## config.mk

```make
export PLATFORM = sky130hd
export DESIGN_NAME = frame_rate_latency_monitor
export DESIGN_NICKNAME = d
export VERILOG_FILES = /design/src/frlm_pkg.sv /design/src/frlm_ctrl.sv /design/src/frlm_dp.sv /design/src/frame_rate_latency_monitor.sv
export VERILOG_INCLUDE_DIRS = /design/src /design/src/src
export SDC_FILE = /design/constraint.sdc
export NUM_CORES = 2
export LEC_CHECK = 0
export BUFFER_PORTS_ARGS = -buffer_cell sky130_fd_sc_hd__clkbuf_2
export CAP_MARGIN = 20
export CORE_MARGIN = 1
export CORE_UTILIZATION = 50
export CTS_CLUSTER_SIZE = 28
export DETAILED_ROUTE_END_ITERATION = 8
export PLACE_DENSITY = 0.67
export RECOVER_POWER = 25
export SETUP_SLACK_MARGIN = 0.2
export SLEW_MARGIN = 20
export SYNTH_ARGS = -nofsm -noshare
export SYNTH_HDL_FRONTEND = slang
export SYNTH_SLANG_ARGS = --single-unit
```

## constraint.sdc

```tcl
create_clock -name i_clk -period 15.9 [get_ports i_clk]
set_input_delay 2.385 -clock i_clk [delete_from_list [all_inputs] [get_ports i_clk]]
set_output_delay 2.385 -clock i_clk [all_outputs]
set_load 0.03 [all_outputs]
```

## src/frame_rate_latency_monitor_assert.svh

```systemverilog
// Assertion macros shared by the monitor's modules.
`ifndef FRAME_RATE_LATENCY_MONITOR_ASSERT_SVH
`define FRAME_RATE_LATENCY_MONITOR_ASSERT_SVH

// Same-cycle implication, checked outside reset.
`define FRLM_ASSERT_NOW(lbl, ante, cons) \
    lbl: assert property (@(posedge i_clk) disable iff (!i_rst_n) (ante) |-> (cons)) \
        else $error("frlm assertion failed");

// Next-cycle implication, checked outside reset.
`define FRLM_ASSERT_NEXT(lbl, ante, cons) \
    lbl: assert property (@(posedge i_clk) disable iff (!i_rst_n) (ante) |=> (cons)) \
        else $error("frlm assertion failed");

`endif

```

## src/frlm_pkg.sv

```systemverilog
`default_nettype none
package frlm_pkg;
    localparam int TimeW     = 48;
    localparam int FifoDepth = 16;
    localparam int PtrW      = $clog2(FifoDepth);
    localparam int FillW     = PtrW + 1;
    localparam int SumW      = 48;
    localparam int AvgLatW   = 40;
    localparam int WeightW   = 17;
    localparam int DivW      = 48;
    localparam int DivSteps  = DivW;
    localparam int DivCntW   = $clog2(DivSteps);
    localparam int ProdW     = WeightW + AvgLatW;
    localparam int AccW      = ProdW + 1;
    localparam int CfgIdxW   = 1;
    localparam int CfgDataW  = 32;

    localparam logic [WeightW-1:0] WeightOne = 17'h10000;
    localparam logic [WeightW-1:0] SmoothRst = 17'd6554;
    localparam logic [31:0]        TickRst   = 32'd100000000;
    localparam logic [31:0]        U32Max    = 32'hFFFF_FFFF;
    localparam logic [SumW-1:0]    SumMax    = {SumW{1'b1}};
    localparam logic [AccW-1:0]    RoundHalf = AccW'(32768);

    localparam logic [1:0] CMD_START = 2'd0;
    localparam logic [1:0] CMD_DONE  = 2'd1;
    localparam logic [1:0] CMD_CLEAR = 2'd2;

    localparam logic [CfgIdxW-1:0] REG_SMOOTH = 1'b0;
    localparam logic [CfgIdxW-1:0] REG_TICK   = 1'b1;

    typedef struct packed {
        logic push;
        logic clear;
        logic latch;
        logic prep;
        logic div_load;
        logic div_step;
        logic mul_a;
        logic mul_b;
        logic ema_fin;
        logic sel_lat;
    } t_cmd;

    typedef struct packed {
        logic has_rate;
        logic has_lat;
        logic iv_zero;
        logic div_last;
    } t_sts;
endpackage
`default_nettype wire

```

## src/frlm_ctrl.sv

```systemverilog
`default_nettype none
`include "frame_rate_latency_monitor_assert.svh"
module frlm_ctrl (
    input  wire logic          i_clk,
    input  wire logic          i_rst_n,
    input  wire logic          i_in_valid,
    input  wire logic [1:0]    i_command,
    output logic               o_in_stall,
    output logic               o_out_valid,
    input  wire logic          i_out_stall,
    input  wire frlm_pkg::t_sts i_sts,
    output frlm_pkg::t_cmd     o_cmd
);
    import frlm_pkg::*;

    localparam logic [3:0] S_IDLE = 4'd0;
    localparam logic [3:0] S_PREP = 4'd1;
    localparam logic [3:0] S_CHK  = 4'd2;
    localparam logic [3:0] S_DIV  = 4'd3;
    localparam logic [3:0] S_MR1  = 4'd4;
    localparam logic [3:0] S_MR2  = 4'd5;
    localparam logic [3:0] S_MR3  = 4'd6;
    localparam logic [3:0] S_ML1  = 4'd7;
    localparam logic [3:0] S_ML2  = 4'd8;
    localparam logic [3:0] S_ML3  = 4'd9;
    localparam logic [3:0] S_OUT  = 4'd10;

    logic [3:0] r_state, n_state;

    always_comb begin
        n_state = r_state;
        o_cmd   = '0;
        case (r_state)
            S_IDLE: begin
                if (i_in_valid) begin
                    case (i_command)
                        CMD_START: o_cmd.push = 1'b1;
                        CMD_CLEAR: o_cmd.clear = 1'b1;
                        CMD_DONE: begin
                            o_cmd.latch = 1'b1;
                            n_state = S_PREP;
                        end
                        default: ;
                    endcase
                end
            end
            S_PREP: begin
                o_cmd.prep = 1'b1;
                n_state = S_CHK;
            end
            S_CHK: begin
                o_cmd.div_load = 1'b1;
                if (!i_sts.has_rate) begin
                    n_state = i_sts.has_lat ? S_ML1 : S_OUT;
                end else if (i_sts.iv_zero) begin
                    n_state = S_MR1;
                end else begin
                    n_state = S_DIV;
                end
            end
            S_DIV: begin
                o_cmd.div_step = 1'b1;
                if (i_sts.div_last) begin
                    n_state = S_MR1;
                end
            end
            S_MR1: begin
                o_cmd.mul_a = 1'b1;
                n_state = S_MR2;
            end
            S_MR2: begin
                o_cmd.mul_b = 1'b1;
                n_state = S_MR3;
            end
            S_MR3: begin
                o_cmd.ema_fin = 1'b1;
                n_state = i_sts.has_lat ? S_ML1 : S_OUT;
            end
            S_ML1: begin
                o_cmd.mul_a = 1'b1;
                o_cmd.sel_lat = 1'b1;
                n_state = S_ML2;
            end
            S_ML2: begin
                o_cmd.mul_b = 1'b1;
                o_cmd.sel_lat = 1'b1;
                n_state = S_ML3;
            end
            S_ML3: begin
                o_cmd.ema_fin = 1'b1;
                o_cmd.sel_lat = 1'b1;
                n_state = S_OUT;
            end
            S_OUT: begin
                if (!i_out_stall) begin
                    n_state = S_IDLE;
                end
            end
            default: n_state = S_IDLE;
        endcase
    end

    always_ff @(posedge i_clk) begin
        if (!i_rst_n) begin
            r_state <= S_IDLE;
        end else begin
            r_state <= n_state;
        end
    end

    assign o_in_stall  = (r_state != S_IDLE);
    assign o_out_valid = (r_state == S_OUT);

    `FRLM_ASSERT_NEXT(a_out_hold, r_state == S_OUT && i_out_stall, r_state == S_OUT)
    `FRLM_ASSERT_NEXT(a_prep_to_chk, r_state == S_PREP, r_state == S_CHK)
    `FRLM_ASSERT_NEXT(a_div_exit, r_state == S_DIV && i_sts.div_last, r_state == S_MR1)
endmodule
`default_nettype wire

```

## src/frlm_dp.sv

```systemverilog
`default_nettype none
module frlm_dp (
    input  wire logic                            i_clk,
    input  wire logic                            i_rst_n,
    input  wire frlm_pkg::t_cmd                  i_cmd,
    output frlm_pkg::t_sts                       o_sts,
    input  wire logic [frlm_pkg::TimeW-1:0]      i_timestamp,
    input  wire logic                            i_cfg_we,
    input  wire logic [frlm_pkg::CfgIdxW-1:0]    i_cfg_index,
    input  wire logic [frlm_pkg::CfgDataW-1:0]   i_cfg_data,
    output logic [31:0]                          o_frames_counted,
    output logic                                 o_rate_valid,
    output logic [31:0]                          o_frame_interval,
    output logic [frlm_pkg::SumW-1:0]            o_interval_total,
    output logic [31:0]                          o_current_rate,
    output logic [31:0]                          o_smoothed_rate,
    output logic                                 o_latency_valid,
    output logic [31:0]                          o_frame_latency,
    output logic [frlm_pkg::SumW-1:0]            o_latency_total,
    output logic [frlm_pkg::AvgLatW-1:0]         o_smoothed_latency,
    output logic                                 o_start_overflow
);
    import frlm_pkg::*;

    logic [WeightW-1:0] r_sf;
    logic [31:0]        r_tick;

    logic [TimeW-1:0]   r_mem [FifoDepth];
    logic [TimeW-1:0]   r_rd_data;
    logic [PtrW-1:0]    r_rd_ptr;
    logic [FillW-1:0]   r_fill;
    logic               r_ovf;

    logic [TimeW-1:0]   r_t, r_prev;
    logic [31:0]        r_iv, r_lat, r_rate, r_ravg, r_cnt;
    logic [SumW-1:0]    r_isum, r_lsum;
    logic [AvgLatW-1:0] r_lavg;
    logic               r_has_rate, r_has_lat;

    logic [DivW-1:0]    r_dq;
    logic [32:0]        r_rem;
    logic [DivCntW-1:0] r_dcnt;
    logic [ProdW-1:0]   r_prod;
    logic [AccW-1:0]    r_acc;

    logic [PtrW-1:0]    w_wptr;
    logic [TimeW-1:0]   w_idiff, w_ldiff;
    logic [SumW:0]      w_isum, w_lsum;
    logic [32:0]        w_rem_sh, w_rem_sub;
    logic [31:0]        w_rate;
    logic [WeightW-1:0] w_wt, w_inv, w_ma;
    logic [AvgLatW-1:0] w_mb;
    logic [AccW-1:0]    w_sum;

    assign w_wptr  = r_rd_ptr + r_fill[PtrW-1:0];
    assign w_idiff = r_t - r_prev;
    assign w_ldiff = r_t - r_rd_data;
    assign w_isum  = {1'b0, r_isum} + {1'b0, w_idiff};
    assign w_lsum  = {1'b0, r_lsum} + {1'b0, w_ldiff};

    assign w_rem_sh  = {r_rem[31:0], r_dq[DivW-1]};
    assign w_rem_sub = w_rem_sh - {1'b0, r_iv};

    assign w_rate = (r_iv == '0 || r_dq[DivW-1:32] != '0) ? U32Max : r_dq[31:0];

    assign w_wt  = (r_sf > WeightOne) ? WeightOne : r_sf;
    assign w_inv = WeightOne - w_wt;
    assign w_ma  = i_cmd.mul_a ? w_inv : w_wt;
    always_comb begin
        if (i_cmd.sel_lat) begin
            w_mb = i_cmd.mul_a ? r_lavg : {r_lat, 8'b0};
        end else begin
            w_mb = {8'b0, (i_cmd.mul_a ? r_ravg : w_rate)};
        end
    end
    assign w_sum = r_acc + {1'b0, r_prod};

    // Configuration and control state.
    always_ff @(posedge i_clk) begin
        if (!i_rst_n) begin
            r_sf     <= SmoothRst;
            r_tick   <= TickRst;
            r_rd_ptr <= '0;
            r_fill   <= '0;
            r_ovf    <= 1'b0;
            r_prev   <= '0;
            r_isum   <= '0;
            r_lsum   <= '0;
            r_cnt    <= '0;
            r_ravg   <= '0;
            r_lavg   <= '0;
        end else begin
            if (i_cfg_we) begin
                case (i_cfg_index)
                    REG_SMOOTH: r_sf <= i_cfg_data[WeightW-1:0];
                    REG_TICK:   r_tick <= i_cfg_data[31:0];
                    default: ;
                endcase
            end
            if (i_cmd.push) begin
                if (r_fill == FillW'(FifoDepth)) begin
                    r_ovf <= 1'b1;
                end else begin
                    r_fill <= r_fill + 1'b1;
                end
            end
            if (i_cmd.clear) begin
                r_isum <= '0;
                r_lsum <= '0;
                r_cnt  <= '0;
                r_ravg <= '0;
                r_lavg <= '0;
            end
            if (i_cmd.prep) begin
                r_prev <= r_t;
                if (r_cnt == '0) begin
                    r_isum <= '0;
                end else begin
                    r_isum <= w_isum[SumW] ? SumMax : w_isum[SumW-1:0];
                end
                if (r_fill != '0) begin
                    r_lsum   <= w_lsum[SumW] ? SumMax : w_lsum[SumW-1:0];
                    r_cnt    <= (r_cnt == U32Max) ? r_cnt : r_cnt + 1'b1;
                    r_rd_ptr <= r_rd_ptr + 1'b1;
                    r_fill   <= r_fill - 1'b1;
                end
            end
            if (i_cmd.ema_fin) begin
                if (i_cmd.sel_lat) begin
                    r_lavg <= w_sum[AvgLatW+15:16];
                end else begin
                    r_ravg <= w_sum[47:16];
                end
            end
        end
    end

    // Start-time store and working registers.
    always_ff @(posedge i_clk) begin
        if (i_cmd.push && r_fill != FillW'(FifoDepth)) begin
            r_mem[w_wptr] <= i_timestamp;
        end
        r_rd_data <= r_mem[r_rd_ptr];
        if (i_cmd.latch) begin
            r_t <= i_timestamp;
        end
        if (i_cmd.prep) begin
            r_has_rate <= (r_cnt != '0);
            r_has_lat  <= (r_fill != '0);
            r_iv  <= (w_idiff[TimeW-1:32] != '0) ? U32Max : w_idiff[31:0];
            r_lat <= (w_ldiff[TimeW-1:32] != '0) ? U32Max : w_ldiff[31:0];
        end
        if (i_cmd.div_load) begin
            r_dq   <= {r_tick, 16'b0};
            r_rem  <= '0;
            r_dcnt <= '0;
        end
        if (i_cmd.div_step) begin
            if (!w_rem_sub[32]) begin
                r_rem <= w_rem_sub;
                r_dq  <= {r_dq[DivW-2:0], 1'b1};
            end else begin
                r_rem <= w_rem_sh;
                r_dq  <= {r_dq[DivW-2:0], 1'b0};
            end
            r_dcnt <= r_dcnt + 1'b1;
        end
        if (i_cmd.mul_a || i_cmd.mul_b) begin
            r_prod <= w_ma * w_mb;
        end
        if (i_cmd.mul_a && !i_cmd.sel_lat) begin
            r_rate <= w_rate;
        end
        if (i_cmd.mul_b) begin
            r_acc <= {1'b0, r_prod} + RoundHalf;
        end
    end

    assign o_sts.has_rate = r_has_rate;
    assign o_sts.has_lat  = r_has_lat;
    assign o_sts.iv_zero  = (r_iv == '0);
    assign o_sts.div_last = (r_dcnt == DivCntW'(DivSteps - 1));

    assign o_frames_counted   = r_cnt;
    assign o_rate_valid       = r_has_rate;
    assign o_frame_interval   = r_has_rate ? r_iv : '0;
    assign o_interval_total   = r_has_rate ? r_isum : '0;
    assign o_current_rate     = r_has_rate ? r_rate : '0;
    assign o_smoothed_rate    = r_has_rate ? r_ravg : '0;
    assign o_latency_valid    = r_has_lat;
    assign o_frame_latency    = r_has_lat ? r_lat : '0;
    assign o_latency_total    = r_has_lat ? r_lsum : '0;
    assign o_smoothed_latency = r_has_lat ? r_lavg : '0;
    assign o_start_overflow   = r_ovf;
endmodule
`default_nettype wire

```

## src/frame_rate_latency_monitor.sv

```systemverilog
// Frame rate and latency monitor. A start event pushes its timestamp into a
// sixteen-entry start-time store (a full store drops the time and sets the
// sticky overflow flag); a clear event resets the statistics. A done event
// produces one result transfer: when there is a nonzero interval, a 48-step
// restoring divider forms the rate one quotient bit per cycle, followed by up
// to two moving-average updates, rate and latency, on one shared 17 by 40 bit
// multiplier. Only one event is worked on at a time, and the result is held on
// the output until it is taken.
`default_nettype none
module frame_rate_latency_monitor (
    input  wire logic                            i_clk,
    input  wire logic                            i_rst_n,
    input  wire logic                            i_in_valid,
    output logic                                 o_in_stall,
    input  wire logic [1:0]                      i_command,
    input  wire logic [frlm_pkg::TimeW-1:0]      i_timestamp,
    output logic                                 o_out_valid,
    input  wire logic                            i_out_stall,
    output logic [31:0]                          o_frames_counted,
    output logic                                 o_rate_valid,
    output logic [31:0]                          o_frame_interval,
    output logic [frlm_pkg::SumW-1:0]            o_interval_total,
    output logic [31:0]                          o_current_rate,
    output logic [31:0]                          o_smoothed_rate,
    output logic                                 o_latency_valid,
    output logic [31:0]                          o_frame_latency,
    output logic [frlm_pkg::SumW-1:0]            o_latency_total,
    output logic [frlm_pkg::AvgLatW-1:0]         o_smoothed_latency,
    output logic                                 o_start_overflow,
    input  wire logic                            i_cfg_we,
    input  wire logic [frlm_pkg::CfgIdxW-1:0]    i_cfg_index,
    input  wire logic [frlm_pkg::CfgDataW-1:0]   i_cfg_data
);
    import frlm_pkg::*;

    t_cmd w_cmd;
    t_sts w_sts;

    // The controller sequences each done event through its steps.
    frlm_ctrl u_ctrl (
        .i_clk       (i_clk),
        .i_rst_n     (i_rst_n),
        .i_in_valid  (i_in_valid),
        .i_command   (i_command),
        .o_in_stall  (o_in_stall),
        .o_out_valid (o_out_valid),
        .i_out_stall (i_out_stall),
        .i_sts       (w_sts),
        .o_cmd       (w_cmd)
    );

    // The datapath holds the statistics, the start-time store and the units.
    frlm_dp u_dp (
        .i_clk              (i_clk),
        .i_rst_n            (i_rst_n),
        .i_cmd              (w_cmd),
        .o_sts              (w_sts),
        .i_timestamp        (i_timestamp),
        .i_cfg_we           (i_cfg_we),
        .i_cfg_index        (i_cfg_index),
        .i_cfg_data         (i_cfg_data),
        .o_frames_counted   (o_frames_counted),
        .o_rate_valid       (o_rate_valid),
        .o_frame_interval   (o_frame_interval),
        .o_interval_total   (o_interval_total),
        .o_current_rate     (o_current_rate),
        .o_smoothed_rate    (o_smoothed_rate),
        .o_latency_valid    (o_latency_valid),
        .o_frame_latency    (o_frame_latency),
        .o_latency_total    (o_latency_total),
        .o_smoothed_latency (o_smoothed_latency),
        .o_start_overflow   (o_start_overflow)
    );
endmodule
`default_nettype wire

```

==> metrics.md <==
| Metric | Value |
|---|---|
| Result of the run | `finished clean` |
| Most common cell on crit path | `sky130_fd_sc_hd__fa_1` |
| DP HPWL | `205 mm` |
| Final Max Slew Viols | `0` |
| Wire length of the first global-routing pass | `423 mm` |
| Max Fclk | `90.2 MHz` |
| Startpoint Class | `register` |
| Synth top area share | `36.1%` |
| Number of antenna violations at the first check in global routing | `22` |
| Die Area | `0.186 mm^2` |
| Root buf cell | `sky130_fd_sc_hd__clkbuf_16` |
| Number of gates resized after cts | `0` |
| Post-synth ARST share | `0%` |
| Drt total wl | `284 mm` |
| Clock net sink count | `1471` |
| Total clock buffers created by CTS | `159` |
| Placer Congestion | `0.982` |
| Number of I/O port buffers | `388` |
| Measured slew at the worst slew-check pin | `1.21 ns` |
| Post-synth top flop | `sky130_fd_sc_hd__edfxtp_1` |
| Clock tree from TritonCTS | `done` |
| Site row count | `157` |
| Top-Level Pins | `389` |
| Top cells by area, synth | `sky130_fd_sc_hd__edfxtp_1 36%, sky130_fd_sc_hd__fa_1 12%, sky130_fd_sc_hd__dfxtp_1 7.8%` |
| Syn avg cell area | `10.9 um^2` |
| Library cell with the largest summed area after synthesis | `sky130_fd_sc_hd__edfxtp_1` |
| Leading cell type in the layout, fill and taps excluded | `sky130_fd_sc_hd__nand2_1` |
| Clock transition time at the flip-flop clock pins of the worst setup and hold paths | `0.06 ns` |
| Final standard cell count with taps included and fillers excluded | `11351` |
| Most used cells in the layout excluding fill and tap cells | `1188 x sky130_fd_sc_hd__nand2_1, 1112 x sky130_fd_sc_hd__edfxtp_1, 910 x sky130_fd_sc_hd__inv_1, 574 x sky130_fd_sc_hd__fa_1, 486 x sky130_fd_sc_hd__a21oi_1` |
| Synthesis-stage register bit count | `1471` |
| Via count of the first global-routing pass | `67113` |
| Core utilization of the finished layout | `56.0%` |
| Min-Delay Path Class | `register to register` |
| Vias per inst | `5.87` |
| Warnings, synthesis | `0` |
| Die width | `432 um` |
| Final hold violation count | `0` |
| Number of flops mapped to enable cells by yosys | `1112` |
| Area growth syn-to-layout | `11.1%` |
| DRC | `0` |
| Skew-Pair Late Insertion Delay | `0.84 ns` |
| CP required | `16.45 ns` |
| Overall global routing resource usage | `30.5%` |
| Final design area excluding fillers | `0.103 mm^2` |
| Post-route antenna net violation count | `0` |
| Share of post-route cells with drive strength above 1 | `11.9%` |
| Post-synth design cell area | `0.0924 mm^2` |
| Maximum clock insertion buffer count | `3` |
| Instance count after placement with tap cells included | `11047` |
| Max Cap Violations | `0` |
| Time the final worst path needs with I/O delays and setup | `11.09 ns` |
| Delay of the slowest cell on the worst path | `0.95 ns` |
| Synthesized instance count | `8486` |
| Maximum number of pins on one net before global-route repair | `137` |
| Effective utilization at floorplan | `50.4%` |
| GRT overflow | `0` |
| Slew HR | `18.9%` |
| Total vias in the final route | `66629` |
| RSZ-0062 raised after global routing | `no` |
| Dpl cell area | `0.0971 mm^2` |
| Total core area | `0.183 mm^2` |
| Net count after synthesis | `9562` |
| Netlist cell types | `88` |
| Fill cells | `15582` |
| Portion of the post-synthesis area used by sequential elements | `43.9%` |
| Post CTS Setup Buffer Count | `0` |
| Number of setup violations in the final report | `0` |
| Endpoint type of the worst setup path | `register` |
| Post-layout net count | `9820` |
| Number of levels in the clock H-tree | `4` |
| Top fanout value on the critical path | `54` |
| Period Utilization, post-route | `69.7%` |
| TritonRoute pass-1 iters | `7` |
| Initial DRC Count | `6204` |
| Crit path arrival time | `11.64 ns` |
| Total negative setup slack | `0 ns` |
| Hold buffer count at CTS | `0` |
| Critical Path Slowest Stage Cell | `sky130_fd_sc_hd__o21ai_1` |
| Kind of critical path | `register to register` |
| Worst Skew | `0.0548 ns` |
| Vertical die dimension | `432 um` |
| Routed len/inst | `25.1 um` |
layer usage:
metal	routed length (um)	global-route usage [%]	vias up
li1	-	-	29896
met1	108000	37.1	33400
met2	137000	50.7	2626
met3	18100	4.68	683
met4	21200	19.9	24
met5	154	0	-
critical path, delay by kind of cell (launching register included):
| family | cells | cell delay (ns) |
|---|---|---|
| AO/OA/AOI/OAI | 13 | 4.47 |
| adder cells (fa/ha/maj) | 7 | 3.41 |
| buffers and inverters | 6 | 1.41 |
| flip-flops | 1 | 0.71 |
| AND/OR/NAND/NOR | 3 | 0.48 |
| multiplexers | 1 | 0.16 |
| XOR/XNOR | 1 | 0.13 |
synthesized netlist by cell type (all sizes together) (72+ instances only):
library cell and count:
a211oi 76, edfxtp 1112, fa 574, nand3 125, dfxtp 359, xnor2 228
inv 913, a21oi 491, nand2 1190, nor3 107, nor2 468, o21ai 297
clkbuf 367, a21o 149, and2 352, nand2b 74, xor2 123, ha 414
mux4 240, nand4 72
flip-flops by register name, indices dropped and copies added, names as in the netlist, 5 cells and up:
signal,count
u_dp.r_fill,5
u_dp.r_sf,17
u_dp.r_acc,56
u_dp.r_rd_data,48
u_dp.r_lsum,48
u_dp.r_rate,32
u_dp.r_lat,32
u_dp.r_dq,48
u_dp.r_prev,48
u_dp.r_dcnt,6
u_dp.r_rem,32
u_dp.r_prod,56
u_dp.r_isum,48
u_dp.r_iv,32
u_dp.r_t,48
u_dp.o_frames_counted,32
u_dp.r_ravg,32
u_dp.r_tick,32
u_dp.r_lavg,40
u_dp.r_mem,768
area by class of cell:
| type | count | area, um^2 | area share, % |
|---|---|---|---|
| diodes | 8 | 20.0 | 0.0195 |
| clock buffers | 208 | 4380 | 4.27 |
| clock inverters | 88 | 1100 | 1.08 |
| inverters | 914 | 3440 | 3.35 |
| multi-input cells | 5697 | 47200 | 46.0 |
| flip-flops and latches | 1471 | 40600 | 39.6 |
| well taps | 2464 | 3080 | 3.00 |
| repair buffers | 501 | 2760 | 2.69 |
metrics by stage:
stage | worst slack (ns) | hold WS (ns)
6_report | 4.81 | 0.453
3_3_place_gp | 5.25 | 0.436
3_5_place_dp | 5.03 | 0.436
5_1_grt | 4.17 | 0.471
4_1_cts | 4.96 | 0.449
2_1_floorplan | 7.07 | 0.426
path summary, 6_finish.rpt:
kind                                  start  cells after the start                      endpoint  slack, ns
max reg2reg  u_ctrl.r_state[3]$_SDFFE_PN0P_                     31     u_dp.r_prod[52]$_DFFE_PP_       4.81
min            u_dp.r_prev[27]$_SDFFE_PN0P_                      2  u_dp.r_prev[27]$_SDFFE_PN0P_       0.45
max          u_ctrl.r_state[3]$_SDFFE_PN0P_                     31     u_dp.r_prod[52]$_DFFE_PP_       4.81
min reg2reg    u_dp.r_prev[27]$_SDFFE_PN0P_                      2  u_dp.r_prev[27]$_SDFFE_PN0P_       0.45
kinds of logic (layout without fill, tap and decap cells):
kind of cell,count (synthesis),in the layout,share of synthesized area [%]
simple gates,2652,2652,13.3
buf+inv,1318,1711,5.37
mux,303,303,6.54
compound gates,1403,1403,9.46
flops,1471,1471,43.9
other cells,0,8,0
fa+ha+maj,988,988,18.0
xor+xnor,351,351,3.33
Power is left out: the tool's default activity adds up to more than one toggle a clock period on the data nets, which glitch-free logic cannot reach.
